[src/hdl/p384_modular_arith_unit_macros.svh]
// assertion macros for the p384 modular arithmetic unit
`ifndef P384_MODULAR_ARITH_UNIT_MACROS_SVH
`define P384_MODULAR_ARITH_UNIT_MACROS_SVH

// property that must hold whenever reset is low
`define P384_ASSERT(label, prop, msg) \
   label: assert property (@(posedge clock) disable iff (reset) (prop)) else $error(msg);

// signal never unknown once out of reset
`define P384_ASSERT_KNOWN(label, sig, msg) \
   `P384_ASSERT(label, !$isunknown(sig), msg)

`endif

[src/hdl/p384_pkg.sv]
// shared types and constants for the p384 modular arithmetic unit
`timescale 1ns / 1ps
package p384_pkg;

   localparam int LIMBS_DEFAULT = 6;
   localparam int LIMB_W = 64;

   typedef enum logic [1:0] {
      CMD_ADD   = 2'd0,
      CMD_MULP  = 2'd1,
      CMD_MULN  = 2'd2,
      CMD_ZERO  = 2'd3
   } cmd_type;

   typedef enum logic [2:0] {
      ST_IDLE,
      ST_MUL,
      ST_RED,
      ST_TOP,
      ST_CMP,
      ST_SUB,
      ST_OUT
   } state_type;

   // modulus limb for a given operation and limb index
   function automatic logic [LIMB_W-1:0] mod_limb(input logic is_n, input logic [2:0] i);
      logic [LIMB_W-1:0] v;
      v = 64'hffffffffffffffff;
      if (is_n) begin
         case (i)
            3'd0: v = 64'hecec196accc52973;
            3'd1: v = 64'h581a0db248b0a77a;
            3'd2: v = 64'hc7634d81f4372ddf;
            default: v = 64'hffffffffffffffff;
         endcase
      end else begin
         case (i)
            3'd0: v = 64'h00000000ffffffff;
            3'd1: v = 64'hffffffff00000000;
            3'd2: v = 64'hfffffffffffffffe;
            default: v = 64'hffffffffffffffff;
         endcase
      end
      return v;
   endfunction

   function automatic logic [LIMB_W-1:0] minv(input logic is_n);
      return is_n ? 64'h6ed46089e88fdc45 : 64'h0000000100000001;
   endfunction

endpackage

[src/hdl/p384_front.sv]
// front end: collects limbs, issues a job with the command into the queue
`timescale 1ns / 1ps
module p384_front #(
   parameter int LIMBS = p384_pkg::LIMBS_DEFAULT
) (
   input  logic                     clock,
   input  logic                     reset,
   input  logic                     req_valid,
   output logic                     req_ready,
   input  logic [1:0]               req_cmd,
   input  logic [63:0]              req_a_limb,
   input  logic [63:0]              req_b_limb,
   output logic                     job_valid,
   input  logic                     job_ready,
   output p384_pkg::cmd_type        job_cmd,
   output logic [LIMBS-1:0][63:0]   job_a,
   output logic [LIMBS-1:0][63:0]   job_b
);
   localparam int CW = $clog2(LIMBS + 1);
   logic [CW-1:0]            count_ff, count_in;
   logic [LIMBS-1:0][63:0]   a_ff, b_ff;
   logic                     full_ff, full_in;
   p384_pkg::cmd_type        cmd_ff;
   logic                     take;

   // single-entry queue: operands held until the back end takes them
   assign req_ready = !full_ff;
   assign take = req_valid && req_ready;
   assign job_valid = full_ff;
   assign job_cmd = cmd_ff;
   assign job_a = a_ff;
   assign job_b = b_ff;

   always_comb begin
      count_in = count_ff;
      full_in = full_ff;
      if (job_valid && job_ready) full_in = 1'b0;
      if (take) begin
         if (count_ff == CW'(LIMBS - 1)) begin
            count_in = '0;
            full_in = 1'b1;
         end else begin
            count_in = count_ff + 1'b1;
         end
      end
   end

   always_ff @(posedge clock) begin
      if (reset) begin
         count_ff <= '0;
         full_ff <= 1'b0;
      end else begin
         count_ff <= count_in;
         full_ff <= full_in;
      end
      if (take) begin
         a_ff[count_ff[$clog2(LIMBS)-1:0]] <= req_a_limb;
         b_ff[count_ff[$clog2(LIMBS)-1:0]] <= req_b_limb;
         cmd_ff <= p384_pkg::cmd_type'(req_cmd);
      end
   end
endmodule

[config.mk]
export PLATFORM = sky130hd
export DESIGN_NAME = p384_front
export DESIGN_NICKNAME = d
export VERILOG_FILES = /design/src/hdl/p384_modular_arith_unit_macros.svh /design/src/hdl/p384_pkg.sv /design/src/hdl/p384_front.sv
export SDC_FILE = /design/constraint.sdc
export NUM_CORES = 1
export LEC_CHECK = 0
export ABC_AREA = 1
export BUFFER_PORTS_ARGS = -buffer_cell sky130_fd_sc_hd__buf_4
export CAP_MARGIN = 20
export CORE_AREA = 2 2 348 350
export CTS_CLUSTER_SIZE = 25
export DETAILED_ROUTE_END_ITERATION = 8
export DIE_AREA = 0 0 350 352
export PLACE_DENSITY = 0.4
export SYNTH_ARGS = -nofsm -noshare
export SYNTH_HDL_FRONTEND = slang
export SYNTH_SLANG_ARGS = --single-unit
[constraint.sdc]
create_clock -name clock -period 20.8 [get_ports clock]
set_input_delay 4.16 -clock clock [delete_from_list [all_inputs] [get_ports clock]]
set_output_delay 4.16 -clock clock [all_outputs]
set_load 0.005 [all_outputs]
# Word level (Yosys, flattened, before mapping)
# Cells that the tools add are included.
# op_classes
eq_ne,1
add_sub_neg,1
n_reduce_logical,4
muxes,8
n_lt_le_gt_ge,2
# ops
cell,n
384-bit bitwise mux,2
64-bit demux with 3-bit select,1
64-bit 2-to-1 mux,1
3-bit by 4-bit < comparator with 1-bit output (second input constant),1
3-bit by 1-bit adder with 3-bit output (second input constant),1
3-bit equality test (second input constant),1
3-bit by 1-bit >= comparator with 1-bit output (second input constant),1
1-bit logical AND,3
1-bit 2-to-1 mux,3
3-bit 2-to-1 mux,1
1-bit zero test,1
# word_totals
output_inout_bits,772
inputBits,134
reg_bits,774
word_cells,31

# Depth between registers and ports, before layout
# Gate-level depths: netlist of run 1.
# logic_depth
depth_word,5
depth_mapped,5
depth_no_buf,4

# Worst setup path before layout of run 1
# No wires, ideal clock.
# synth_timing
kind,input to register
start,input port req_valid
end,"register a_ff (netlist bit job_a[128]), enable pin"
path_stages,2
t_required_ps,19871
t_arrival_ps,16283
setup_ps,929
n_path_buf,0
path_slack_ps,3588
cell_sequence,nand2_1 -> nor4_1
# synth_between
elab_chain_len,1
# synth_rtl
item,line_no,rtl
"start, declared",p384_front.sv:8,"input logic req_valid,"
1-bit logical AND,p384_front.sv:28,assign take = req_valid && req_ready;
"end signal, assigned by index",p384_front.sv:57,a_ff[count_ff[$clog2(LIMBS)-1:0]] <= req_a_limb;
"end, declared",p384_front.sv:21,"logic [LIMBS-1:0][63:0] a_ff, b_ff;"
# Every way passes these cells.
# A chain may end at the register's enable or synchronous reset.

# Worst setup path in the final report of run 1
# layout_timing
start,input port req_valid
end,"register a_ff (netlist bit job_a[271]), enable pin"
# layout_between
elab_chain_len,1
# layout_rtl
item,line_no,rtl
1-bit logical AND,p384_front.sv:28,
named net take,p384_front.sv:24,logic take;
# The timed path passes the listed nets, and every way through them passes these cells.

==> results by group, run 1 <==
Global routing
  • Total congestion overflow: 0
  • Number of antenna violations at the first check in global routing: 3
  • Wire length of the first global-routing pass: between 100 and 150 mm
  • Via count of the first global-routing pass: 12,698
  • Overall routing resource usage: 11.6%
  • Largest net degree at the start of global routing: 54

Setup path
  • Crit path cell chain: buf_4, inv_2, nor2_4, nand2_1, nor2_4, buf_4, buf_4
  • Cell count along the critical path: 7
  • Worst-case reg-to-reg path depth: 5
  • Crit path DAT: 6.08 ns
  • Number of buffer and inverter stages on the critical path: 4
  • R2R Path Start: job_valid
  • Worst path top cell family by delay: buffers and inverters
  • Critical setup path kind: in2reg
  • Critical Path Fanout Max: 53
  • Slowest library cell on the worst path: sky130_fd_sc_hd__buf_4
  • R2r endpoint: job_a[271]
  • Data required time at the worst endpoint: 21.06 ns
  • Critical Path Sink Type: register
  • Worst stage delay on the critical path: 0.72 ns
  • Most repeated library cell on the critical path: sky130_fd_sc_hd__buf_4
  • Worst Setup Start Kind: input pin
  • Internal reg-to-reg setup slack: ~18 ns

STA
  • Final Cycle Share: between 20 and 30%
  • Final-report setup violation count: 0
  • Highest achievable clock rate: between 150 and 200 MHz
  • Max-slew headroom at the worst pin: a little under two fifths
  • Slew at the pin with the worst max-slew slack: between 0.9 and 1 ns
  • Worst setup margin: between 10 and 15 ns
  • Final period demand of the worst path: 5.82 ns
  • Setup repair after global routing missed its margin: false
  • Worst Clk Skew: slightly below 0.02 ns
  • Sum of negative setup slack: 0 ns
  • Worst slack on hold paths: about 0.56 ns
  • Number of endpoints with negative hold slack in the final report: 0
  • Final max-slew violation count: 0

Run
  • Total of max-cap violations: 0

Die
  • Total Die Area: 0.123 mm²
  • Number of placement rows: 127
  • Core box area: 0.119 mm²
  • Vertical die dimension: 352 µm
  • # IOs: just over 900
  • Initial core utilization: 19.6%
  • Die X: ~350 µm

Yosys
  • Synth cell types: 13
  • Net Count, Synth: 940
  • Synthesized instance count: slightly above 800
  • Yosys warning total: 0
  • Share of the yosys chip area belonging to registers: between 90 and 100%
  • Synthesized cell area: about 0.023 mm²
  • Total of flip-flops plus latches after synthesis: 774
  • Mapped Avg Cell Area: 29.0 µm²

CTS
  • CTS Buf Count: 84
  • Htree depth: 3
  • Number of setup buffers added after CTS: 0
  • TritonCTS clock tree: done
  • CTS root buffer: sky130_fd_sc_hd__clkbuf_16
  • Post-CTS Hold Buffers: 0
  • Maximum buffer depth of the clock tree: 3
  • CTS sink cnt: 774
  • Insertion delay of the later-clocked pin in the worst-skew pair: 0.64 ns
  • Clock edge transition at the registers on the reported setup and hold paths: 0.06 ns
  • Post_cts resized: 0

Routing
  • Detail Route Antenna Nets: 0
  • First-pass DRT Iterations: 5
  • Total wirelength of the detailed-routed design: 75.2 mm
  • Number of vias in the routed layout: 12,190
  • Via density per instance: between 3 and 4
  • Routed length per instance: 21.5 µm
  • Count of routing violations after the opening detailed-route iteration: 785
  • DRC violation count after routing: 0

Hold path
  • Min-delay src: count_ff[1]
  • Hold Crit Class: reg2reg
  • Number of stages on the worst hold path: 2
  • Hold EP: count_ff[1]

Place
  • Number of I/O port buffers: 905
  • HPWL after detailed placement: 53.6 mm
  • Final Wtd Congestion: about 0.77
  • Setup slack after placement: roughly 14 ns

Cells and area
  • Area added between synthesis and finish: 49.9%
  • Fraction of layout cells with a size suffix above 1: 55.8%
  • Fin nets: 1,947
  • Filler cell count: 11,762
  • Inserted Diodes: 0

Outcome
  • Run status: finished clean

Power and ir drop
  • Total power per unit cell area: 95.5 mW/mm²
  • VDD IR max: 0.0605 mV
  • Static Leakage: 12.9 nW
## flip-flops by register name (all words and copies together) (netlist names)
signal / count
job_valid: 1
job_b: 384
count_ff: 3
job_a: 384
job_cmd: 2
## logic make-up (layout without fill, tap and decap cells)
group	count (synthesis)	in the layout	synth area share [%]
AO/OA/AOI/OAI	4	4	0.102
buffers and inverters	9	1087	0.161
flip-flops	774	774	99.4
AND/OR/NAND/NOR	19	19	0.386
## layer usage
metal	wire [µm]	share of wire (%)	vias up	GRT usage, %
met5	21	0.028	-	0
met4	2070	2.7	4	4.07
met3	7380	9.8	116	4.79
met2	39600	53	577	21.0
met1	26100	35	6179	12.0
li1	-	-	5314	-
## worst min-delay path, cell delays in order, from the launching register on
cell                      delay (ns)
sky130_fd_sc_hd__dfxtp_1        0.36
sky130_fd_sc_hd__nand2_1        0.10
sky130_fd_sc_hd__a21oi_1        0.06
## layout make-up
| class | instances | area [µm²] | share of cell area [%] |
|---|---|---|---|
| well taps | 1612 | 2020 | 5.76 |
| clock buffers | 98 | 2180 | 6.22 |
| clock inverters | 59 | 509 | 1.45 |
| flip-flops and latches | 774 | 23200 | 66.3 |
| inverters | 8 | 45.0 | 0.129 |
| repair buffers | 922 | 6920 | 19.8 |
| multi-input cells | 23 | 134 | 0.382 |
## Yosys cell counts
cell	n	area (µm²)
sky130_fd_sc_hd__nor2_4	1	11.3
sky130_fd_sc_hd__inv_1	6	22.5
sky130_fd_sc_hd__nor4_1	2	12.5
sky130_fd_sc_hd__nand2_1	9	33.8
sky130_fd_sc_hd__nand3_1	3	15.0
sky130_fd_sc_hd__a21oi_2	1	8.76
sky130_fd_sc_hd__buf_4	1	7.51
sky130_fd_sc_hd__or2_1	1	6.26
sky130_fd_sc_hd__nor2_1	3	11.3
sky130_fd_sc_hd__edfxtp_1	770	23100
sky130_fd_sc_hd__dfxtp_1	4	80.1
sky130_fd_sc_hd__a21oi_1	3	15.0
sky130_fd_sc_hd__inv_2	2	7.51
## worst max path at each step
stage          startpoint         end  slack [ns]
2_1_floorplan   req_valid  job_a[128]        3.59
3_3_place_gp    req_valid  job_a[308]       14.23
3_5_place_dp    req_valid  job_a[275]       14.25
4_1_cts         req_valid  job_a[259]       14.98
5_1_grt         req_valid  job_a[271]       14.85
6_report        req_valid  job_a[271]       14.98
## placed cells by master (no fill, tap or decap), drive strengths merged
cell	netlist	routed
or2	1	1
clkbuf	0	98
nor2	4	4
inv	8	13
a21oi	4	4
buf	1	922
nand3	3	3
nand2	9	9
dfxtp	4	4
clkinv	0	41
bufinv	0	6
edfxtp	770	770
nor4	2	2
clkinvlp	0	7
## metrics by stage
step                total power, mW  instance area [µm²]  std cells  util (%)
finish                         3.34                35000       3496      29.3
global route                   3.46                35000       3496      29.3
CTS                            3.39                35000       3496      29.3
detailed placement             1.93                32300       3339      27.1
global placement               1.93                32300       3339      27.1
floorplan                      1.83                23400        806         -
## power by group
| group | switching, mW | leakage [nW] | total (mW) | internal, mW |
|---|---|---|---|---|
| Combinational | 0.0727 | 4.51 | 0.126 | 0.0534 |
| Sequential | 0.0102 | 7.05 | 1.77 | 1.76 |
| Clock | 0.618 | 1.29 | 1.45 | 0.830 |
(Power assumes the default switching activity.)
==> run 2: changes to the inputs <==
--- a/config.mk
+++ b/config.mk
@@ -5,7 +5,7 @@
 export SDC_FILE = /design/constraint.sdc
 export NUM_CORES = 1
 export LEC_CHECK = 0
-export ABC_AREA = 1
+export ABC_AREA = 0
 export BUFFER_PORTS_ARGS = -buffer_cell sky130_fd_sc_hd__buf_4
 export CAP_MARGIN = 20
 export CORE_AREA = 2 2 348 350
==> constraint.sdc (replaced) <==
create_clock -name clock -period 6.01 [get_ports clock]
set_input_delay 1.202 -clock clock [delete_from_list [all_inputs] [get_ports clock]]
set_output_delay 1.202 -clock clock [all_outputs]
set_load 0.005 [all_outputs]
==> run 2 against run 1 <==
Routed wire length down 1.3%. Die area did not move. Cell area grew 0.24%. Critical endpoint is now req_ready. Worst setup slack worse by 12 ns. Register-to-register slack worse by 15 ns. Critical path depth fell by 5. Sequential share of layout area fell by 0.16 points. Total power grew to 3.5 times the previous value. Utilization increased by 0.070 points. Largest cell class unchanged.
==> results by group, run 2 <==
Outcome
  • Run status: finished clean

Power and ir drop
  • Static Leakage: between 10 and 15 nW
  • VDD IR max: 0.209 mV
  • Total power per unit cell area: between 300 and 400 mW/mm²
  • Post-layout total power: 11.7 mW

Cells and area
  • Area added between synthesis and finish: 50.2%
  • Fraction of layout cells with a size suffix above 1: 55.9%
  • Top library cells by usage in the layout, fill and taps aside: 911 x sky130_fd_sc_hd__buf_4, 770 x sky130_fd_sc_hd__edfxtp_1, 86 x sky130_fd_sc_hd__clkbuf_16, 22 x sky130_fd_sc_hd__clkinv_1, 17 x sky130_fd_sc_hd__clkbuf_1
  • Most frequent standard cell in the layout excluding fill and tap cells: sky130_fd_sc_hd__buf_4
  • Fin nets: 1,937
  • Final Instance Area: 0.0351 mm²
  • Filler cell count: ~12,000
  • Post-layout instance count excluding filler cells: between 3,000 and 4,000

Yosys
  • List of most frequent post-synthesis cells: 770 x sky130_fd_sc_hd__edfxtp_1, 4 x sky130_fd_sc_hd__dfxtp_1, 3 x sky130_fd_sc_hd__inv_1, 3 x sky130_fd_sc_hd__nand2_1, 3 x sky130_fd_sc_hd__nor2_1
  • Net Count, Synth: 932
  • Leading cell type by number of instances after synthesis: sky130_fd_sc_hd__edfxtp_1
  • Area leader, netlist: sky130_fd_sc_hd__edfxtp_1
  • Mapped Avg Cell Area: between 20 and 30 µm²
  • Synthesized instance count: 798
  • Dominant synthesized flop cell: sky130_fd_sc_hd__edfxtp_1
  • Post-synth EDFFs: 770
  • Share of the yosys chip area belonging to registers: between 90% and 100%
  • Synth cell types: 18
  • Synth top area share: 99.0%
  • Synthesized cell area: ~0.023 mm²
  • Dominant cells by area after synthesis: sky130_fd_sc_hd__edfxtp_1 99%, sky130_fd_sc_hd__dfxtp_1 0.34%, sky130_fd_sc_hd__nor3b_4 0.080%
  • Total of flip-flops plus latches after synthesis: just under 800
  • Yosys warning total: 0
  • FFs w/ async S/R, synth: 0%

Die
  • Initial core utilization: 19.6%
  • Vertical die dimension: 352 µm
  • Total Die Area: around 0.12 mm²
  • Core box area: 0.119 mm²
  • Number of placement rows: roughly 130
  • # IOs: between 900 and 1,000
  • Die X: 350 µm

Setup path
  • Critical Path Fanout Max: 6
  • Worst stage delay on the critical path: 0.54 ns
  • Critical setup path kind: reg2out
  • Setup crit start: job_valid
  • Data required time at the worst endpoint: 4.81 ns
  • Crit path DAT: roughly 1.5 ns
  • Slowest library cell on the worst path: sky130_fd_sc_hd__dfxtp_1
  • R2R Path Start: job_valid
  • Worst Setup Start Kind: register
  • Critical Path Sink Type: primary output
  • Crit path cell chain: inv_1, buf_4

Routing
  • Count of routing violations after the opening detailed-route iteration: 772
  • Number of vias in the routed layout: 12,167
  • DRC violation count after routing: 0
  • Via density per instance: approximately 3.5
  • First-pass DRT Iterations: 4
  • Routed length per instance: 21.3 µm
  • Total wirelength of the detailed-routed design: 74.2 mm
  • Detail Route Antenna Nets: 0

CTS
  • Clock edge transition at the registers on the reported setup and hold paths: 0.07 ns
  • CTS root buffer: sky130_fd_sc_hd__clkbuf_16
  • TritonCTS clock tree: done
  • Number of setup buffers added after CTS: 0
  • Post-CTS Hold Buffers: 0
  • Insertion delay of the later-clocked pin in the worst-skew pair: ~0.66 ns
  • Maximum buffer depth of the clock tree: 3
  • Htree depth: 3
  • Post_cts resized: 0
  • CTS Buf Count: 85
  • CTS sink cnt: just under 800

STA
  • Sum of negative setup slack: 0 ns
  • Final-report setup violation count: 0
  • Max-slew headroom at the worst pin: between 50% and 60%
  • Worst slack on hold paths: 0.590 ns
  • Final Cycle Share: 44.1%
  • Final period demand of the worst path: 2.65 ns
  • Slew at the pin with the worst max-slew slack: about 0.71 ns
  • Number of endpoints with negative hold slack in the final report: 0
  • Highest achievable clock rate: 378 MHz
  • Final max-slew violation count: 0
  • Setup repair after global routing missed its margin: false
  • Worst Clk Skew: between 0.03 and 0.04 ns

Global routing
  • Number of antenna violations at the first check in global routing: 6
  • Largest net degree at the start of global routing: 70
  • Overall routing resource usage: 11.6%
  • Via count of the first global-routing pass: 12,709
  • Total congestion overflow: 0
  • Wire length of the first global-routing pass: 101 mm

Place
  • Cell Count Post-Placement: between 3,000 and 4,000
  • Final Wtd Congestion: 0.778
  • Number of I/O port buffers: 905
  • HPWL after detailed placement: roughly 52 mm
  • Placed Instance Area: roughly 0.032 mm²

Hold path
  • Min-delay src: count_ff[2]
  • Hold Crit Class: reg2reg

Run
  • Total of max-cap violations: 0
[run 2: changes by cell type in the layout (fill, tap and decap cells not counted), sizes merged, moves of 3 or more]
cell,change
buf,-3
nand2,-6
inv,-5
clkinv,-8
clkbuf,+5
[run 2: area by class of cell]
cell class              instances  area, µm²  area share, %
diodes                          2       5.00         0.0143
clock buffers                 103       2220           6.32
clock inverters                51        450           1.28
inverters                       3       21.3         0.0606
multi-input cells              20        178          0.506
flip-flops and latches        774      23200           66.1
well taps                    1612       2020           5.75
repair buffers                919       7000           19.9
[run 2: logic make-up after synthesis]
kind of cell	count (synthesis)	synth area share, %
AND/OR/NAND/NOR	16	0.461
flip-flops	774	99.3
AO/OA/AOI/OAI	3	0.107
XOR/XNOR	1	0.0375
buffers and inverters	4	0.0964
[run 2: worst paths after layout]
kind                      end  slack, ns  cells after the start
setup / recovery    req_ready       3.36                      2
setup reg to reg   job_a[154]       3.60                      5
hold / removal    count_ff[2]       0.59                      2
hold reg to reg   count_ff[2]       0.59                      2
[run 2: report_power, final]
part,switching (mW),internal [mW],leakage [nW]
Clock,2.14,2.86,1.28
Combinational,0.290,0.217,4.50
Sequential,0.0452,6.12,7.05
Total,2.48,9.19,12.8
[run 2: worst max-delay path: cells and delay by family, from the launching register on]
family / cells / cell delay (ns)
DFF: 1 / 0.54
buffers and inverters: 2 / 0.24
[run 2: per-stage QoR]
step                      setup slack [ns]  utilization, %
after floorplan                      0.714               -
after global placement                2.68            27.2
after detailed placement              2.63            27.2
after CTS                             3.22            29.4
after global routing                  3.24            29.4
final                                 3.36            29.4
[run 2: metal layers]
metal  vias up  wire, µm  track usage, %
met2       616     39500            21.0
met1      6147     25100            11.7
li1       5292         -               -
met4         2      2080            4.66
met3       110      7460            4.58
met5         -        13               0
==> run 3: changes to the inputs <==
--- a/config.mk
+++ b/config.mk
@@ -5,7 +5,7 @@
 export SDC_FILE = /design/constraint.sdc
 export NUM_CORES = 1
 export LEC_CHECK = 0
-export ABC_AREA = 0
+export ABC_AREA = 1
 export BUFFER_PORTS_ARGS = -buffer_cell sky130_fd_sc_hd__buf_4
 export CAP_MARGIN = 20
 export CORE_AREA = 2 2 348 350
==> constraint.sdc (replaced) <==
create_clock -name clock -period 2.7 [get_ports clock]
set_input_delay 0.54 -clock clock [delete_from_list [all_inputs] [get_ports clock]]
set_output_delay 0.54 -clock clock [all_outputs]
set_load 0.005 [all_outputs]
==> run 3 against run 2 <==
Clock skew is 0.0032 ns lower. Global-route usage is 0.44 points higher. Via count is 2.0% higher.
==> results by group, run 3 (synthesis results as in run 1) <==
Outcome
  • Run status: finished clean

STA
  • Final period demand of the worst path: 1.91 ns
  • Max-slew headroom at the worst pin: roughly 56%
  • Final Cycle Share: ~71%
  • Slew at the pin with the worst max-slew slack: 0.660 ns
  • Worst Clk Skew: 0.0278 ns
  • Setup repair after global routing missed its margin: false
  • Highest achievable clock rate: 523 MHz
  • Final max-slew violation count: 0
  • Final-report setup violation count: 0
  • Number of endpoints with negative hold slack in the final report: 0

Routing
  • Detail Route Antenna Nets: 0
  • Count of routing violations after the opening detailed-route iteration: 649
  • Total wirelength of the detailed-routed design: 77.3 mm
  • Number of vias in the routed layout: 12,413
  • Via density per instance: 3.53
  • DRC violation count after routing: 0
  • First-pass DRT Iterations: 5
  • Routed length per instance: 22.0 µm

CTS
  • Number of setup buffers added after CTS: 0
  • Htree depth: 3
  • CTS Buf Count: between 80 and 90
  • CTS root buffer: sky130_fd_sc_hd__clkbuf_16
  • Post_cts resized: 0
  • Maximum buffer depth of the clock tree: 3
  • Clock edge transition at the registers on the reported setup and hold paths: 0.06 ns
  • Post-CTS Hold Buffers: 0
  • TritonCTS clock tree: done
  • CTS sink cnt: 774
  • Insertion delay of the later-clocked pin in the worst-skew pair: approximately 0.65 ns

Die
  • Die X: 350 µm
  • Core box area: 0.119 mm²
  • # IOs: 906
  • Vertical die dimension: 352 µm
  • Number of placement rows: 127
  • Total Die Area: roughly 0.12 mm²
  • Initial core utilization: 19.6%

Power and ir drop
  • Internal power consumption: 20.6 mW
  • Static Leakage: 13.0 nW
  • Share of total power consumed by net switching: around 21%
  • Post-layout total power: ~26 mW
  • P_sw: 5.40 mW
  • Clock network fraction of total power: 43.6%
  • VDD IR max: 0.405 mV
  • Part of the power in registers: between 50% and 60%
  • Total power per unit cell area: 731 mW/mm²
  • Combinational share of power: 4.0%

Run
  • Total of max-cap violations: 0

Setup path
  • R2R Path Start: count_ff[0]
  • Internal reg-to-reg setup slack: 0.79 ns
  • Worst Setup Start Kind: register
  • Critical Path Sink Type: register
  • Critical Path Fanout Max: 65
  • R2r endpoint: job_a[215]
  • Data required time at the worst endpoint: roughly 3.0 ns
  • Worst-case reg-to-reg path depth: 5
  • Critical setup path kind: reg2reg
  • Crit path DAT: 2.17 ns

Cells and area
  • Footprint of the multi-input gates: 183 µm²
  • Area of all sequential standard cells: 0.0232 mm²
  • Filler cell count: 11,798
  • Most frequent standard cell in the layout excluding fill and tap cells: sky130_fd_sc_hd__buf_4
  • Fin nets: 1,967
  • Final Instance Area: 0.0355 mm²
  • Area added between synthesis and finish: 52.0%
  • Fraction of layout cells with a size suffix above 1: 56.7%
  • Post-layout instance count excluding filler cells: 3,512
  • Top library cells by usage in the layout, fill and taps aside: 922 x sky130_fd_sc_hd__buf_4, 770 x sky130_fd_sc_hd__edfxtp_1, 85 x sky130_fd_sc_hd__clkbuf_16, 20 x sky130_fd_sc_hd__buf_12, 18 x sky130_fd_sc_hd__clkinv_1

Hold path
  • Min-delay src: req_cmd[0]
  • Number of stages on the worst hold path: 1
  • Hold Crit Class: in2reg
  • Hold EP: job_cmd[0]

Global routing
  • Met3 Resource Use GR: 5.36%
  • Overall routing resource usage: 12.0%
  • Wire length of the first global-routing pass: 104 mm
  • Met1 Usage GRT: 12.6%
  • Routing layer with the top usage in global route: met2
  • Met2 track utilization from global routing: between 20% and 30%
  • Total congestion overflow: 0
  • Via count of the first global-routing pass: 13,096
  • Largest net degree at the start of global routing: 67
  • Number of antenna violations at the first check in global routing: 13

Place
  • HPWL after detailed placement: 56.3 mm
  • Cell Count Post-Placement: 3,359
  • Placed Instance Area: ~0.033 mm²
  • Number of I/O port buffers: about 900
  • Final Wtd Congestion: 0.766
[run 3: routing by layer]
layer  routed length, µm  vias to the layer above
li1                    -                     5347
met3                8590                      128
met5                  12                        -
met2               39600                      648
met4                2330                        2
met1               26700                     6288
[run 3: worst max-delay path by stage]
stage / startpoint / to / slack, ns / cells past startpoint
after floorplan: req_valid / job_a[128] / -2.44 / 2
after global placement: req_valid / job_b[288] / 0.57 / 6
after detailed placement: req_valid / job_a[273] / 0.54 / 6
after CTS: job_valid / req_ready / 0.76 / 2
after global routing: count_ff[0] / job_b[252] / 0.65 / 6
final: count_ff[0] / job_a[215] / 0.79 / 5
[run 3: power groups by stage]
stage	clock network, mW	logic, mW	registers [mW]
2_1_floorplan	0	0.117	13.9
3_3_place_gp	0	1.06	13.9
3_5_place_dp	0	1.07	13.9
4_1_cts	11.7	1.07	13.6
5_1_grt	12.2	1.11	13.6
6_report	11.3	1.03	13.6
[run 3: worst max-delay path: stages (launching register included)]
cell and delay [ns]:
sky130_fd_sc_hd__dfxtp_1 0.57, sky130_fd_sc_hd__nand2_1 0.10, sky130_fd_sc_hd__nor2_1 0.13, sky130_fd_sc_hd__nand2_2 0.09, sky130_fd_sc_hd__clkinvlp_4 0.12, sky130_fd_sc_hd__buf_12 0.28
[run 3: through the flow]
| stage | worst slack [ns] | TNS, ns | utilization, % | hold slack, ns |
|---|---|---|---|---|
| floorplan | -2.44 | -784.54 | - | 0.505 |
| global placement | 0.573 | 0 | 27.5 | 0.524 |
| detailed placement | 0.542 | 0 | 27.5 | 0.543 |
| CTS | 0.764 | 0 | 29.7 | 0.0182 |
| global route | 0.646 | 0 | 29.7 | 0.0356 |
| finish | 0.786 | 0 | 29.7 | 0.0855 |
[run 3: cell type report]
cell class | count | share of cell area [%]
antenna | 2 | 0.0141
clock buffer | 99 | 6.14
clock inverter | 52 | 1.52
inverter | 8 | 0.152
multi-input combinational | 23 | 0.515
sequential | 774 | 65.4
tap | 1612 | 5.68
timing repair buffer | 942 | 20.6
